## src/sv/mspid_pkg.sv

```systemverilog
// shared types, constants and helper functions for the motor speed/angle pid
`default_nettype none
package mspid_pkg;

    typedef enum logic [3:0] {
        ST_IDLE,
        ST_MUL_A,
        ST_MUL_B,
        ST_MUL_C,
        ST_ACC,
        ST_DIV_INIT,
        ST_DIV,
        ST_DONE
    } state_t;

    typedef enum logic [2:0] {
        MUL_X1,
        MUL_X100,
        MUL_X1000,
        MUL_X10000,
        MUL_X1E6
    } mult_sel_t;

    typedef enum logic [1:0] {
        MODE_VEL  = 2'd0,
        MODE_ANG  = 2'd1,
        MODE_ASYM = 2'd2,
        MODE_OFF  = 2'd3
    } loop_mode_t;

    typedef enum logic [2:0] {
        REG_VEL_KP    = 3'd0,
        REG_VEL_KI    = 3'd1,
        REG_VEL_KD    = 3'd2,
        REG_ANG_KP    = 3'd3,
        REG_ANG_KI    = 3'd4,
        REG_ANG_KD    = 3'd5,
        REG_LOOP_MODE = 3'd6
    } cfg_reg_t;

    localparam int CFG_IDX_W = 3;
    localparam int GAIN_W    = 32;
    localparam int SPEED_W   = 16;
    localparam int DRIVE_W   = 16;
    localparam int ACC_W     = 54;
    localparam int QUO_W     = 15;
    localparam int DIV_Y_W   = 24;

    // reciprocals rounded up; exact floor for any dividend below 2^24
    localparam logic [31:0] RECIP_VA = 32'd17179870;
    localparam logic [31:0] RECIP_AS = 32'd21474837;
    localparam int          RSH_VA   = 34;
    localparam int          RSH_AS   = 31;

    typedef struct packed {
        logic [GAIN_W-1:0] vel_kp;
        logic [GAIN_W-1:0] vel_ki;
        logic [GAIN_W-1:0] vel_kd;
        logic [GAIN_W-1:0] ang_kp;
        logic [GAIN_W-1:0] ang_ki;
        logic [GAIN_W-1:0] ang_kd;
        loop_mode_t        loop_mode;
    } cfg_t;

    typedef struct packed {
        logic       accept;
        logic       mul_a;
        logic       mul_b;
        logic       mul_c;
        logic       acc;
        logic       div_init;
        logic       div_step;
        logic       out_load;
        logic [1:0] term_idx;
    } cmd_t;

    typedef struct packed {
        logic skip;
        logic last_term;
        logic out_busy;
    } status_t;

    localparam logic [63:0] TERM_LIM     = 64'd1 << 50;
    localparam logic [63:0] LIM_X100     = TERM_LIM / 64'd100;
    localparam logic [63:0] LIM_X1000    = TERM_LIM / 64'd1000;
    localparam logic [63:0] LIM_X10000   = TERM_LIM / 64'd10000;
    localparam logic [63:0] LIM_X1E6     = TERM_LIM / 64'd1000000;

    localparam logic [ACC_W-1:0] SCALE_VA  = ACC_W'(65536000);
    localparam logic [ACC_W-1:0] SCALE_AS  = ACC_W'(6553600);
    localparam logic [ACC_W-1:0] ICLAMP    = ACC_W'(5000) * SCALE_VA;
    localparam logic [ACC_W-1:0] OVER_VEL  = ACC_W'(12001) * SCALE_VA;
    localparam logic [ACC_W-1:0] OVER_ANG  = ACC_W'(401) * SCALE_VA;
    localparam logic [ACC_W-1:0] OVER_ASYM = ACC_W'(16385) * SCALE_AS;

    localparam logic [DRIVE_W-1:0] LIM_VEL  = 16'd12000;
    localparam logic [DRIVE_W-1:0] LIM_ANG  = 16'd400;
    localparam logic [DRIVE_W-1:0] LIM_ASYM = 16'd16384;

    function automatic logic [31:0] mult_val(input mult_sel_t s);
        logic [31:0] v;
        case (s)
            MUL_X100:   v = 32'd100;
            MUL_X1000:  v = 32'd1000;
            MUL_X10000: v = 32'd10000;
            MUL_X1E6:   v = 32'd1000000;
            default:    v = 32'd1;
        endcase
        return v;
    endfunction

    // largest first product that still stays under the term limit
    function automatic logic [63:0] mult_lim(input mult_sel_t s);
        logic [63:0] v;
        case (s)
            MUL_X100:   v = LIM_X100;
            MUL_X1000:  v = LIM_X1000;
            MUL_X10000: v = LIM_X10000;
            MUL_X1E6:   v = LIM_X1E6;
            default:    v = TERM_LIM;
        endcase
        return v;
    endfunction

    function automatic logic signed [31:0] sat32(input logic signed [32:0] v);
        logic signed [31:0] r;
        if (v > 33'sh0_7FFF_FFFF) begin
            r = 32'sh7FFF_FFFF;
        end else if (v < -33'sh0_8000_0000) begin
            r = -32'sh8000_0000;
        end else begin
            r = 32'(v);
        end
        return r;
    endfunction

    function automatic logic [31:0] abs33(input logic signed [32:0] v);
        logic signed [32:0] n;
        n = -v;
        return v[32] ? n[31:0] : v[31:0];
    endfunction

endpackage
`default_nettype wire

```

## src/sv/mspid_ctrl.sv

```systemverilog
// sequencer: steps the shared multiplier through the terms, then the divider
`default_nettype none
module mspid_ctrl (
    input  wire logic              aclk,
    input  wire logic              aresetn,
    input  wire logic              s_valid,
    output logic                   s_ready,
    input  wire mspid_pkg::status_t status,
    output mspid_pkg::cmd_t        cmd
);
    import mspid_pkg::*;

    state_t               state_reg, state_next;
    logic [1:0]           term_reg, term_next;
    logic                 accept;

    assign s_ready = (state_reg == ST_IDLE);
    assign accept  = s_valid && s_ready;

    always_ff @(posedge aclk) begin
        if (!aresetn) begin
            state_reg <= ST_IDLE;
            term_reg  <= 2'd0;
        end else begin
            state_reg <= state_next;
            term_reg  <= term_next;
        end
    end

    always_comb begin
        state_next = state_reg;
        term_next  = term_reg;
        case (state_reg)
            ST_IDLE: begin
                if (accept) begin
                    state_next = ST_MUL_A;
                    term_next  = 2'd0;
                end
            end
            ST_MUL_A: begin
                state_next = status.skip ? ST_DONE : ST_MUL_B;
            end
            ST_MUL_B: state_next = ST_MUL_C;
            ST_MUL_C: state_next = ST_ACC;
            ST_ACC: begin
                if (status.last_term) begin
                    state_next = ST_DIV_INIT;
                end else begin
                    state_next = ST_MUL_A;
                    term_next  = term_reg + 2'd1;
                end
            end
            ST_DIV_INIT: state_next = ST_DIV;
            ST_DIV:      state_next = ST_DONE;
            ST_DONE: begin
                if (!status.out_busy) begin
                    state_next = ST_IDLE;
                end
            end
            default: state_next = ST_IDLE;
        endcase
    end

    always_comb begin
        cmd          = '0;
        cmd.accept   = accept;
        cmd.term_idx = term_reg;
        case (state_reg)
            ST_MUL_A:    cmd.mul_a    = 1'b1;
            ST_MUL_B:    cmd.mul_b    = 1'b1;
            ST_MUL_C:    cmd.mul_c    = 1'b1;
            ST_ACC:      cmd.acc      = 1'b1;
            ST_DIV_INIT: cmd.div_init = 1'b1;
            ST_DIV:      cmd.div_step = 1'b1;
            ST_DONE:     cmd.out_load = !status.out_busy;
            default:     cmd.accept   = accept;
        endcase
    end

endmodule
`default_nettype wire

```

## src/sv/mspid_datapath.sv

```systemverilog
// per-motor state, error update, shared multiplier, accumulator, divider, output register
`default_nettype none
module mspid_datapath #(
    parameter int  MOTOR_COUNT     = 4,
    parameter int  COUNTS_PER_TURN = 8192,
    localparam int IDX_W           = (MOTOR_COUNT > 1) ? $clog2(MOTOR_COUNT) : 1,
    localparam int ENC_W           = $clog2(COUNTS_PER_TURN)
) (
    input  wire logic                                      aclk,
    input  wire logic                                      aresetn,
    input  wire mspid_pkg::cmd_t                           cmd,
    input  wire mspid_pkg::cfg_t                           cfg,
    input  wire logic [IDX_W-1:0]                          s_motor_index,
    input  wire logic [ENC_W-1:0]                          s_encoder,
    input  wire logic signed [mspid_pkg::SPEED_W-1:0]      s_speed,
    input  wire logic signed [mspid_pkg::SPEED_W-1:0]      s_target_speed,
    input  wire logic [ENC_W-1:0]                          s_target_angle,
    input  wire logic                                      m_ready,
    output mspid_pkg::status_t                             status,
    output logic                                           m_valid,
    output logic [IDX_W-1:0]                               m_out_motor,
    output logic signed [mspid_pkg::DRIVE_W-1:0]           m_drive
);
    import mspid_pkg::*;

    localparam int AE_W = ENC_W + 1;
    localparam int AW   = ENC_W + 2;
    localparam logic signed [AW-1:0] CPT_S  = AW'(COUNTS_PER_TURN);
    localparam logic signed [AW-1:0] HALF_S = AW'(COUNTS_PER_TURN / 2);
    localparam logic [IDX_W:0]       MC     = (IDX_W + 1)'(MOTOR_COUNT);

    // per-motor loop state
    logic signed [15:0]     prev_speed_reg [MOTOR_COUNT];
    logic signed [16:0]     vel_err_reg    [MOTOR_COUNT];
    logic signed [31:0]     vel_sum_reg    [MOTOR_COUNT];
    logic signed [AE_W-1:0] ang_err_reg    [MOTOR_COUNT];
    logic signed [31:0]     ang_sum_reg    [MOTOR_COUNT];

    // working copy of the current beat
    logic [IDX_W-1:0]       motor_reg;
    logic signed [16:0]     ve_reg;
    logic signed [17:0]     vd_reg;
    logic signed [31:0]     vsum_reg;
    logic signed [AE_W-1:0] ae_reg;
    logic signed [AE_W:0]   ad_reg;
    logic signed [31:0]     asum_reg;
    logic signed [16:0]     dspd_reg;
    logic                   tsp_le0_reg;
    logic                   skip_reg;

    // term pipeline
    logic [63:0]      p1_reg;
    logic [63:0]      plo_reg;
    logic [63:0]      phi_reg;
    logic             sat_reg;
    logic             neg_reg;
    logic             iclamp_reg;
    logic             difcap_reg;
    mult_sel_t        msel_reg;
    logic [15:0]      difmag_reg;
    logic [ACC_W-1:0] acc_reg;

    // divider
    logic [DIV_Y_W-1:0] y_reg;
    logic [QUO_W-1:0]   q_reg;
    logic               over_reg;
    logic               sign_reg;
    logic [31:0]        recip;
    logic               div_as;

    logic                     m_valid_reg;
    logic [IDX_W-1:0]         m_out_motor_reg;
    logic signed [DRIVE_W-1:0] m_drive_reg;

    // error update at the accepting edge
    logic                   in_range;
    logic signed [16:0]     ve;
    logic signed [17:0]     vd;
    logic signed [31:0]     vsum_n;
    logic signed [AW-1:0]   ae_raw;
    logic signed [AW-1:0]   ae_w;
    logic signed [AE_W-1:0] ae;
    logic signed [AE_W:0]   ad;
    logic signed [31:0]     asum_n;
    logic signed [16:0]     dspd;

    always_comb begin
        in_range = ({1'b0, s_motor_index} < MC);
        ve     = 17'(s_target_speed) - 17'(s_speed);
        vd     = 18'(ve) - 18'(vel_err_reg[s_motor_index]);
        vsum_n = sat32(33'(vel_sum_reg[s_motor_index]) + 33'(ve));
        ae_raw = $signed(AW'(s_target_angle)) - $signed(AW'(s_encoder));
        if (ae_raw > HALF_S) begin
            ae_w = ae_raw - CPT_S;
        end else if (ae_raw < -HALF_S) begin
            ae_w = ae_raw + CPT_S;
        end else begin
            ae_w = ae_raw;
        end
        ae     = AE_W'(ae_w);
        ad     = (AE_W + 1)'(ae) - (AE_W + 1)'(ang_err_reg[s_motor_index]);
        asum_n = sat32(33'(ang_sum_reg[s_motor_index]) + 33'(ae));
        dspd   = 17'(s_speed) - 17'(prev_speed_reg[s_motor_index]);
    end

    always_ff @(posedge aclk) begin
        if (!aresetn) begin
            for (int k = 0; k < MOTOR_COUNT; k++) begin
                prev_speed_reg[k] <= '0;
                vel_err_reg[k]    <= '0;
                vel_sum_reg[k]    <= '0;
                ang_err_reg[k]    <= '0;
                ang_sum_reg[k]    <= '0;
            end
        end else if (cmd.accept && in_range) begin
            prev_speed_reg[s_motor_index] <= s_speed;
            vel_err_reg[s_motor_index]    <= ve;
            vel_sum_reg[s_motor_index]    <= vsum_n;
            ang_err_reg[s_motor_index]    <= ae;
            ang_sum_reg[s_motor_index]    <= asum_n;
        end
    end

    always_ff @(posedge aclk) begin
        if (cmd.accept) begin
            motor_reg   <= s_motor_index;
            ve_reg      <= ve;
            vd_reg      <= vd;
            vsum_reg    <= vsum_n;
            ae_reg      <= ae;
            ad_reg      <= ad;
            asum_reg    <= asum_n;
            dspd_reg    <= dspd;
            tsp_le0_reg <= (s_target_speed <= 16'sd0);
            skip_reg    <= !in_range || (cfg.loop_mode == MODE_OFF);
        end
    end

    // operand selection for the current term
    logic                 vd_pos;
    logic [GAIN_W-1:0]    kdd;
    logic [31:0]          op_a;
    logic signed [32:0]   op_x;
    logic                 op_fixed;
    logic                 op_neg;
    logic [31:0]          op_b;
    mult_sel_t            op_msel;
    logic                 op_iclamp;
    logic                 op_difcap;

    always_comb begin
        vd_pos    = (vd_reg > 18'sd0);
        kdd       = vd_pos ? '0 : cfg.vel_kd;
        op_a      = '0;
        op_x      = '0;
        op_fixed  = 1'b0;
        op_msel   = MUL_X1;
        op_iclamp = 1'b0;
        op_difcap = 1'b0;
        case (cfg.loop_mode)
            MODE_VEL: begin
                case (cmd.term_idx)
                    2'd0: begin
                        op_a = cfg.vel_kp; op_x = 33'(ve_reg); op_msel = MUL_X1000;
                    end
                    2'd1: begin
                        op_a = cfg.vel_ki; op_x = 33'(vsum_reg); op_iclamp = 1'b1;
                    end
                    default: begin
                        op_a = cfg.vel_kd; op_x = 33'(vd_reg); op_msel = MUL_X1E6;
                    end
                endcase
            end
            MODE_ANG: begin
                case (cmd.term_idx)
                    2'd0: begin
                        op_a = cfg.ang_kp; op_x = 33'(ae_reg); op_msel = MUL_X1000;
                    end
                    2'd1: begin
                        op_a = cfg.ang_ki; op_x = 33'(asum_reg); op_iclamp = 1'b1;
                    end
                    default: begin
                        op_a = cfg.ang_kd; op_x = 33'(ad_reg); op_msel = MUL_X1E6;
                    end
                endcase
            end
            MODE_ASYM: begin
                case (cmd.term_idx)
                    2'd0: begin
                        op_a = cfg.vel_kp; op_x = 33'(ve_reg); op_msel = MUL_X100;
                    end
                    2'd1: begin
                        op_a = cfg.vel_ki; op_x = 33'(vsum_reg);
                    end
                    2'd2: begin
                        op_a = kdd;
                        if (tsp_le0_reg) begin
                            op_x = 33'(vd_reg); op_msel = MUL_X100; op_difcap = 1'b1;
                        end else begin
                            op_x = 33'(dspd_reg); op_msel = MUL_X10000;
                        end
                    end
                    default: begin
                        // saturated derivative, scaled back to internal units
                        op_a = 32'(difmag_reg); op_x = 33'(vd_reg); op_fixed = 1'b1;
                    end
                endcase
            end
            default: op_a = '0;
        endcase
        op_neg = op_x[32];
        op_b   = op_fixed ? 32'(SCALE_AS) : abs33(op_x);
    end

    // single shared 32x32 multiplier
    logic [31:0] mul_x;
    logic [31:0] mul_y;
    logic [63:0] prod;

    always_comb begin
        if (cmd.mul_a) begin
            mul_x = op_a;
            mul_y = op_b;
        end else if (cmd.mul_b) begin
            mul_x = p1_reg[31:0];
            mul_y = mult_val(msel_reg);
        end else if (cmd.div_step) begin
            mul_x = 32'(y_reg);
            mul_y = recip;
        end else begin
            mul_x = p1_reg[63:32];
            mul_y = mult_val(msel_reg);
        end
        prod = 64'(mul_x) * 64'(mul_y);
    end

    // term magnitude and accumulation
    logic [63:0]      t_full;
    logic [ACC_W-1:0] t_mag0;
    logic [ACC_W-1:0] t_mag;
    logic [ACC_W-1:0] t_signed;
    logic [ACC_W-1:0] d_shift;
    logic [ACC_W-1:0] d_cap;
    logic [15:0]      difmag_n;

    always_comb begin
        t_full   = plo_reg + {phi_reg[31:0], 32'd0};
        t_mag0   = sat_reg ? ACC_W'(TERM_LIM) : ACC_W'(t_full);
        t_mag    = (iclamp_reg && (t_mag0 > ICLAMP)) ? ICLAMP : t_mag0;
        t_signed = neg_reg ? (ACC_W'(0) - t_mag) : t_mag;
        d_shift  = t_mag >> 16;
        d_cap    = vd_reg[17] ? ACC_W'(32768) : ACC_W'(32767);
        difmag_n = (d_shift > d_cap) ? d_cap[15:0] : d_shift[15:0];
    end

    always_ff @(posedge aclk) begin
        if (cmd.accept) begin
            acc_reg <= '0;
        end
        if (cmd.mul_a) begin
            p1_reg     <= prod;
            neg_reg    <= op_neg;
            msel_reg   <= op_msel;
            iclamp_reg <= op_iclamp;
            difcap_reg <= op_difcap;
        end
        if (cmd.mul_b) begin
            sat_reg <= (p1_reg > mult_lim(msel_reg));
            plo_reg <= prod;
        end
        if (cmd.mul_c) begin
            phi_reg <= prod;
        end
        if (cmd.acc) begin
            if (difcap_reg) begin
                difmag_reg <= difmag_n;
            end else begin
                acc_reg <= acc_reg + t_signed;
            end
        end
    end

    // trunc toward zero by the fixed scale: drop the 2^16 factor, then a
    // reciprocal multiply for the /1000 or /100 on the shared multiplier
    logic [ACC_W-1:0]   acc_mag;
    logic [ACC_W-1:0]   over_lim;
    logic [DRIVE_W-1:0] lim;
    logic [QUO_W-1:0]   quo;
    logic [DRIVE_W-1:0] val;
    logic [DRIVE_W-1:0] drive_fin;

    always_comb begin
        acc_mag = acc_reg[ACC_W-1] ? (ACC_W'(0) - acc_reg) : acc_reg;
        case (cfg.loop_mode)
            MODE_VEL: begin
                over_lim = OVER_VEL; lim = LIM_VEL; recip = RECIP_VA; div_as = 1'b0;
            end
            MODE_ANG: begin
                over_lim = OVER_ANG; lim = LIM_ANG; recip = RECIP_VA; div_as = 1'b0;
            end
            default: begin
                over_lim = OVER_ASYM; lim = LIM_ASYM; recip = RECIP_AS; div_as = 1'b1;
            end
        endcase
        quo       = div_as ? prod[RSH_AS +: QUO_W] : prod[RSH_VA +: QUO_W];
        val       = over_reg ? lim : DRIVE_W'(q_reg);
        drive_fin = sign_reg ? (DRIVE_W'(0) - val) : val;
    end

    always_ff @(posedge aclk) begin
        if (cmd.div_init) begin
            // below the clamp bound the shifted magnitude fits in 24 bits
            y_reg    <= acc_mag[16 +: DIV_Y_W];
            over_reg <= (acc_mag >= over_lim);
            sign_reg <= acc_reg[ACC_W-1];
        end
        if (cmd.div_step) begin
            q_reg <= quo;
        end
    end

    // output register, decoupled from the input side
    always_ff @(posedge aclk) begin
        if (!aresetn) begin
            m_valid_reg <= 1'b0;
        end else if (cmd.out_load) begin
            m_valid_reg <= 1'b1;
        end else if (m_ready) begin
            m_valid_reg <= 1'b0;
        end
    end

    always_ff @(posedge aclk) begin
        if (cmd.out_load) begin
            m_out_motor_reg <= motor_reg;
            m_drive_reg     <= skip_reg ? '0 : drive_fin;
        end
    end

    assign m_valid     = m_valid_reg;
    assign m_out_motor = m_out_motor_reg;
    assign m_drive     = m_drive_reg;

    always_comb begin
        status.skip      = skip_reg;
        status.out_busy  = m_valid_reg && !m_ready;
        if ((cfg.loop_mode == MODE_ASYM) && tsp_le0_reg) begin
            status.last_term = (cmd.term_idx == 2'd3);
        end else begin
            status.last_term = (cmd.term_idx == 2'd2);
        end
    end

endmodule
`default_nettype wire

```

## src/sv/motor_speed_angle_pid.sv

```systemverilog
// top level: configuration registers, sequencer and datapath
`default_nettype none
// Speed/angle PID for up to MOTOR_COUNT motors. Each input beat is one feedback
// sample with its targets; the block updates that motor's errors and error sums
// and returns one drive value per beat in the mode set by loop_mode (velocity,
// angle, or asymmetric derivative). A beat steps through the accept, then for
// each gain term three products on the single shared 32x32 multiplier and an
// accumulate (3 terms; 4 in asymmetric mode with a non-positive speed target),
// then the clamp check, one reciprocal multiply for the divide by the fixed
// output scale, and the output load. Beats for an out-of-range motor or
// loop_mode 3 skip the terms and divide and give drive 0. The result shows on
// m_valid the cycle after the load; the load waits while the previous result
// is still held in the output register. Configuration must be written through
// cfg_wr_en/cfg_index/cfg_wdata only while idle; the block does not enforce it.
module motor_speed_angle_pid #(
    parameter int  MOTOR_COUNT     = 4,
    parameter int  COUNTS_PER_TURN = 8192,
    localparam int IDX_W           = (MOTOR_COUNT > 1) ? $clog2(MOTOR_COUNT) : 1,
    localparam int ENC_W           = $clog2(COUNTS_PER_TURN)
) (
    input  wire logic                                   aclk,
    input  wire logic                                   aresetn,
    input  wire logic                                   cfg_wr_en,
    input  wire logic [mspid_pkg::CFG_IDX_W-1:0]        cfg_index,
    input  wire logic [mspid_pkg::GAIN_W-1:0]           cfg_wdata,
    input  wire logic                                   s_valid,
    output logic                                        s_ready,
    input  wire logic [IDX_W-1:0]                       s_motor_index,
    input  wire logic [ENC_W-1:0]                       s_encoder,
    input  wire logic signed [mspid_pkg::SPEED_W-1:0]   s_speed,
    input  wire logic signed [mspid_pkg::SPEED_W-1:0]   s_target_speed,
    input  wire logic [ENC_W-1:0]                       s_target_angle,
    output logic                                        m_valid,
    input  wire logic                                   m_ready,
    output logic [IDX_W-1:0]                            m_out_motor,
    output logic signed [mspid_pkg::DRIVE_W-1:0]        m_drive
);
    import mspid_pkg::*;

    cfg_t    cfg_reg, cfg_next;
    cmd_t    cmd;
    status_t status;

    always_comb begin
        cfg_next = cfg_reg;
        if (cfg_wr_en) begin
            case (cfg_index)
                REG_VEL_KP:    cfg_next.vel_kp    = cfg_wdata;
                REG_VEL_KI:    cfg_next.vel_ki    = cfg_wdata;
                REG_VEL_KD:    cfg_next.vel_kd    = cfg_wdata;
                REG_ANG_KP:    cfg_next.ang_kp    = cfg_wdata;
                REG_ANG_KI:    cfg_next.ang_ki    = cfg_wdata;
                REG_ANG_KD:    cfg_next.ang_kd    = cfg_wdata;
                REG_LOOP_MODE: cfg_next.loop_mode = loop_mode_t'(cfg_wdata[1:0]);
                default:       cfg_next = cfg_reg;
            endcase
        end
    end

    always_ff @(posedge aclk) begin
        if (!aresetn) begin
            cfg_reg <= '0;
        end else begin
            cfg_reg <= cfg_next;
        end
    end

    mspid_ctrl u_ctrl (
        .aclk    (aclk),
        .aresetn (aresetn),
        .s_valid (s_valid),
        .s_ready (s_ready),
        .status  (status),
        .cmd     (cmd)
    );

    mspid_datapath #(
        .MOTOR_COUNT     (MOTOR_COUNT),
        .COUNTS_PER_TURN (COUNTS_PER_TURN)
    ) u_datapath (
        .aclk           (aclk),
        .aresetn        (aresetn),
        .cmd            (cmd),
        .cfg            (cfg_reg),
        .s_motor_index  (s_motor_index),
        .s_encoder      (s_encoder),
        .s_speed        (s_speed),
        .s_target_speed (s_target_speed),
        .s_target_angle (s_target_angle),
        .m_ready        (m_ready),
        .status         (status),
        .m_valid        (m_valid),
        .m_out_motor    (m_out_motor),
        .m_drive        (m_drive)
    );

endmodule
`default_nettype wire
```

## config.mk

```make
export PLATFORM = sky130hd
export DESIGN_NAME = motor_speed_angle_pid
export DESIGN_NICKNAME = d
export VERILOG_FILES = /design/src/sv/mspid_pkg.sv /design/src/sv/mspid_ctrl.sv /design/src/sv/mspid_datapath.sv /design/src/sv/motor_speed_angle_pid.sv
export SDC_FILE = /design/constraint.sdc
export NUM_CORES = 2
export LEC_CHECK = 0
export ABC_AREA = 1
export CORE_MARGIN = 3
export CORE_UTILIZATION = 49
export DETAILED_ROUTE_END_ITERATION = 8
export DONT_BUFFER_PORTS = 1
export SYNTH_ARGS = -nofsm -noshare
export SYNTH_HDL_FRONTEND = slang
export SYNTH_SLANG_ARGS = --single-unit
```

## constraint.sdc

```tcl
create_clock -name aclk -period 19.9 [get_ports aclk]
set_input_delay 2.985 -clock aclk [delete_from_list [all_inputs] [get_ports aclk]]
set_output_delay 2.985 -clock aclk [all_outputs]
set_load 0.01 [all_outputs]
```

Word level (Yosys, flattened, before mapping)
Memory sizes are Yosys's and may differ from the RTL's.
Index checks and enable logic that the tools add are counted.
{ "totals": {"regBits": 626, "ramBits": 444, "in_bits": 100, "output_inout_bits": 20, "mem_count": 5} }
{ "mem_list": {"columns": ["memory", "depth", "width", "rd", "rd_clocked_by_memory_dff", "write_ports", "line_no", "text"], "rows": [
  ["u_datapath.ang_sum_reg", 4, 32, 1, 0, 4, "mspid_datapath.sv:37", "logic signed [31:0] ang_sum_reg [MOTOR_COUNT];"],
  ["u_datapath.vel_sum_reg", 4, 32, 1, 0, 4, "mspid_datapath.sv:35", "logic signed [31:0] vel_sum_reg [MOTOR_COUNT];"],
  ["u_datapath.vel_err_reg", 4, 17, 1, 0, 4, "mspid_datapath.sv:34", "logic signed [16:0] vel_err_reg [MOTOR_COUNT];"],
  ["u_datapath.prev_speed_reg", 4, 16, 1, 0, 4, "mspid_datapath.sv:33", "logic signed [15:0] prev_speed_reg [MOTOR_COUNT];"],
  ["u_datapath.ang_err_reg", 4, 14, 1, 0, 4, "mspid_datapath.sv:36", "logic signed [AE_W-1:0] ang_err_reg [MOTOR_COUNT];"]
]} }
{ "op_classes": {"addsub": 16, "n_mul": 1, "magnitude_cmp": 12, "eq_ne": 26, "mux": 87, "n_reduce_logical": 30} }
{ "op_table": {"columns": ["op", "count"], "rows": [
  ["two-way mux 32 bit", 15],
  ["two-way mux 54 bit", 7],
  ["one-hot mux 51 bit (4 select lines)", 1],
  ["one-hot mux 33 bit (3 select lines)", 2],
  ["one-hot mux 32 bit (3 select lines)", 2],
  ["one-hot mux 33 bit (2 select lines)", 2],
  ["one-hot mux 32 bit (2 select lines)", 2],
  ["adder 54 bit", 2],
  ["subtractor 1 x 54 -> 54 bit (first input constant)", 2],
  ["one-hot mux 20 bit (4 select lines)", 1],
  ["one-hot mux 40 bit (2 select lines)", 1],
  ["> comparator 33 x 32 -> 1 bit (second input constant)", 2],
  ["< comparator 33 x 32 -> 1 bit (second input constant)", 2],
  ["> comparator 64 bit", 1],
  ["multiplier 32 x 32 -> 64 bit", 1],
  ["two-way mux 16 bit", 4],
  ["two-way mux 64 bit", 1],
  ["OR reduction 32 bit", 2],
  ["greater-or-equal comparator 54 x 40 -> 1 bit", 1],
  ["> comparator 38 x 54 -> 1 bit", 1],
  ["> comparator 54 x 39 -> 1 bit (second input constant)", 1],
  ["two-way mux 14 bit", 3],
  ["subtractor 16 x 16 -> 17 bit", 2],
  ["adder 32 x 14 -> 33 bit", 1],
  ["47 further kinds", 113]
]} }

Longest topological paths before layout
{ "logic_depth": {"word_depth": 10, "mapped_depth": 58, "ltp_nobuf": 55} }

By module
From an unflattened synthesis, not the netlist that was laid out.
{ "unflattened": {"cells_unflattened": 11691, "hier_area_um2": 96262.3} }
{ "modules_own_cells": {"columns": ["mod", "instances", "cells_per_inst", "area_each_um2"], "rows": [
  ["mspid_datapath", 1, 10531, 88158.3],
  ["motor_speed_angle_pid", 1, 1104, 7770.0],
  ["mspid_ctrl", 1, 56, 334.1]
]} }

Least setup slack after synthesis
OpenSTA, ideal clock, no wires.
{ "synth_timing": {"kind": "input -> register", "start": "input port s_motor_index[0]", "end": "memory u_datapath.ang_err_reg[3][0] (netlist name), enable pin", "t_arrival_ns": 11.730, "setup_slack_ns": 7.436, "cell_stages": 5, "n_path_buf": 3, "cell_sequence": "clkbuf_1 > clkbuf_1 > clkbuf_1 > nand2_1 > o21ai_0"} }
{ "synth_lines": {"columns": ["element", "line_no", "text"], "rows": [
  ["start: declaration", "motor_speed_angle_pid.sv:28", "input wire logic [IDX_W-1:0] s_motor_index,"],
  ["end: declaration", "mspid_datapath.sv:36", null]
]} }

Worst setup path in the final report
{ "layout_timing": {"start": "register u_ctrl.term_reg[0]", "end": "register u_datapath.p1_reg[58] (data pin)"} }
{ "layout_between": {"elab_chain_cells": 8, "elab_cells_between_ends": 20} }
{ "layout_rtl": {"columns": ["element", "line_no", "text"], "rows": [
  ["start: declaration", "mspid_ctrl.sv:14", "logic [1:0] term_reg, term_next;"],
  ["start signal: assignment", "mspid_ctrl.sv:26", "term_reg <= term_next;"],
  ["equality test 2 bit, or another cell as far along", "mspid_datapath.sv:188", "case (cmd.term_idx)"],
  ["one-hot mux 33 bit (3 select lines), or another cell as far along", "mspid_datapath.sv:188", null],
  ["one-hot mux 33 bit (3 select lines)", "mspid_datapath.sv:160", "case (cfg.loop_mode)"],
  ["negation 32 bit", "mspid_pkg.sv:139", "n = -v;"],
  ["two-way mux 32 bit", "mspid_pkg.sv:140", "return v[32] ? n[31:0] : v[31:0];"],
  ["two-way mux 32 bit", "mspid_datapath.sv:212", "op_b = op_fixed ? 32'(SCALE_AS) : abs33(op_x);"],
  ["two-way mux 32 bit", "mspid_datapath.sv:221", "if (cmd.mul_a) begin"],
  ["multiplier 32 x 32 -> 64 bit *", "mspid_datapath.sv:234", "prod = 64'(mul_x) * 64'(mul_y);"],
  ["via u_datapath.prod[58]", "mspid_datapath.sv:218", "logic [63:0] prod;"],
  ["end signal: assignment", "mspid_datapath.sv:261", "p1_reg <= prod;"],
  ["end: declaration", "mspid_datapath.sv:52", "logic [63:0] p1_reg;"]
]} }
Mark *: on every way through the listed nets, which the timed path passes. The rest lies on a longest branch.
A chain may end at the register's enable or synchronous reset.

==> metrics.cfg <==
[drt]
ant_nets=0
drt-pass1-iter-count=7
drc_errors=0
detail_route.wl_per_cell_um=24.5
drtIter0Drc=8039
via_per_inst=5.80
num_vias=79400
routed_wl_um=335000

[grt]
grt_util_met2_pct=53.8
grt_usage_pct=33.6
top_usage_layer=met2
grt_use_met1_pct=44.0
use_met3_pct=6.29
grt_pass1_vias=79100
gr-total-overflow=0
grt_first_pass_wirelength_um=501000
grt_start_max_net_pins=225
grt_antenna_before_repair=8

[layout]
largest_register_ffs=194
area_growth_pct=6.63
design_area_sq_um=101000
drive_above_1_share_pct=5.14
n_fill_cell=18000
nNetsFinal=12600
final_core_util_pct=52.8

[synthesis]
syn_avg_cell_area_sq_um=8.39
ys_ff_latch=1069
synth.distinct_cells=79
async_flop_share_pct=0
ys.flop_type=edfxtp_1
synth_area_sq_um=94700
synth.net_count=12900
synthCells=11300
yosys_warnings=0
synth_edf_count=815
ys_seq_area_share_pct=31.2

[clocking]
cts.sinks=1069
cts_hold_buf=0
cts_resized=0
max-clock-path-buffers=3
cts_root_buf=clkbuf_16
numCtsBuffers=116
cts_tree=built
htreeDepth=3
post_cts.repair.setup_buffers=0
clk_latency_ns=0.80
cts.clk_slew.worst_paths_ns=0.07

[timing]
fin_tns_setup_ns=0
max_freq_ghz=0.0783
worst_slew_margin_rel_pct=12.2
finalWorstSetupSlack_ns=7.13
rsz0062_at_grt=false
worstMarginPinSlew_ns=1.31
hold_violations=0
maxSlewViolCount=0
period_minus_slack_ns=12.77
setup_viol=0
fin_crit_sh_pct=64.1
fin_skew_ns=0.0919

[placement]
gp_congestion=0.987
pre_cts_slack_ns=7.35
port-buffer-count=0
postPlaceCellArea_sq_um=97000
dp_hpwl_um=249000

[run_status]
status=finished clean

[worst_setup_path]
worstSetupPathType=flip-flop to flip-flop
crit_path_start_kind=flip-flop
critPathSlowestCell=inv_1
crit_path_max_fanout=44
end_kind=flip-flop
critPathMaxStageDelay_ns=0.96
path_common_cell=inv_1
arrival_ns=13.26
cp.required_ns=20.40

[job]
drv_cap=0

[floorplan]
coreArea_sq_um=191000
die_y_um=446
die-area_sq_um=199000
ios=120
start_util_pct=49.5
die_x_um=446
rows=160

[min_path]
hold_class=flip-flop to flip-flop

-- per-stage QoR --
stage | hold WS (ns) | instances
2_1_floorplan | 0.400 | 11300
3_3_place_gp | 0.411 | 13500
3_5_place_dp | 0.408 | 13500
4_1_cts | 0.427 | 13700
5_1_grt | 0.436 | 13700
6_report | 0.429 | 13700
-- cells by family (layout without fill, tap and decap cells) --
logic type | count (synthesis) | count (layout) | synth area share (%)
and+or+nand+nor | 4113 | 4113 | 17.8
buffers and inverters | 2379 | 2252 | 9.83
AOI/OAI and AO/OA | 1975 | 1975 | 12.0
adders and majority gates | 1462 | 1462 | 26.5
DFF | 1069 | 1069 | 31.2
xor gates and xnor gates | 290 | 290 | 2.69
other | 0 | 3 | 0
-- Yosys cell counts, types with 94 or more instances --
library cell  count  area share [%]
inv_1          1804             7.2
nor2_1         1684             6.7
dfxtp_1         254             5.4
nand2_1        1766             7.0
ha_1            557             7.4
o21ai_0         676             3.6
a21oi_1         731             3.9
fa_1            905              19
edfxtp_1        815              26
nand3_1         315             1.7
nand4_1          94            0.62
buf_2           121            0.64
xor2_1          203             1.9
clkbuf_1        337             1.3
-- worst max-delay path: cells and delay by family, from the launching register on --
kind / cells / cell delay (ns)
flip-flops: 1 / 0.44
AO/OA/AOI/OAI: 8 / 2.22
buffers and inverters: 13 / 2.84
XOR/XNOR: 1 / 0.14
AND/OR/NAND/NOR: 11 / 1.68
adder cells (fa/ha/maj): 11 / 5.13
-- final timing paths --
path,start,end,slack [ns],depth (start not counted)
worst max-delay path,u_ctrl.term_reg[0],u_datapath.p1_reg[58],7.13,44
worst min-delay path,u_datapath.motor_reg[0],u_datapath.m_out_motor[0],0.43,0
worst max register to register,u_ctrl.term_reg[0],u_datapath.p1_reg[58],7.13,44
worst min register to register,u_datapath.motor_reg[0],u_datapath.m_out_motor[0],0.43,0
-- cell type report --
class                           instances  area, sq um  area share, %
Timing Repair Buffer                  169         1280           1.27
Inverter                             1869         7050           6.98
Sequential cell                      1069        29600           29.3
Tap cell                             2511         3140           3.11
Multi-Input combinational cell       7840        56000           55.5
Clock buffer                          151         3160           3.13
Clock inverter                         63          768          0.761
Antenna cell                            3         7.51        0.00744
-- cell usage in the layout (no fill, tap or decap), types with 28 or more instances in the layout --
master,synthesis,routed
a21oi_1,731,728
a21oi_2,27,30
a22o_1,30,30
a31oi_1,60,60
a32o_1,39,39
buf_4,20,168
clkbuf_16,0,117
clkinv_1,28,36
dfxtp_1,254,253
edfxtp_1,815,815
fa_1,905,905
ha_1,557,555
inv_1,1804,1800
inv_2,30,31
nand2_1,1766,1759
nand3_1,315,313
nand4_1,94,94
nor2_1,1684,1675
nor2_2,22,28
nor3_1,77,77
nor4_1,33,33
o211ai_1,28,28
o21ai_0,676,667
o21ai_1,42,44
o221ai_1,52,52
o22ai_1,89,89
or2_2,35,35
xnor2_1,86,86
xor2_1,203,202
-- layer usage --
metal	up-vias	part of all wire (%)
met5	-	0
met4	0	5.7
met3	801	8.6
li1	36000	-
met2	3582	46
met1	39000	40
Power is left out: the tool's default activity adds up to more than one toggle a clock period on the data nets, which glitch-free logic cannot reach.
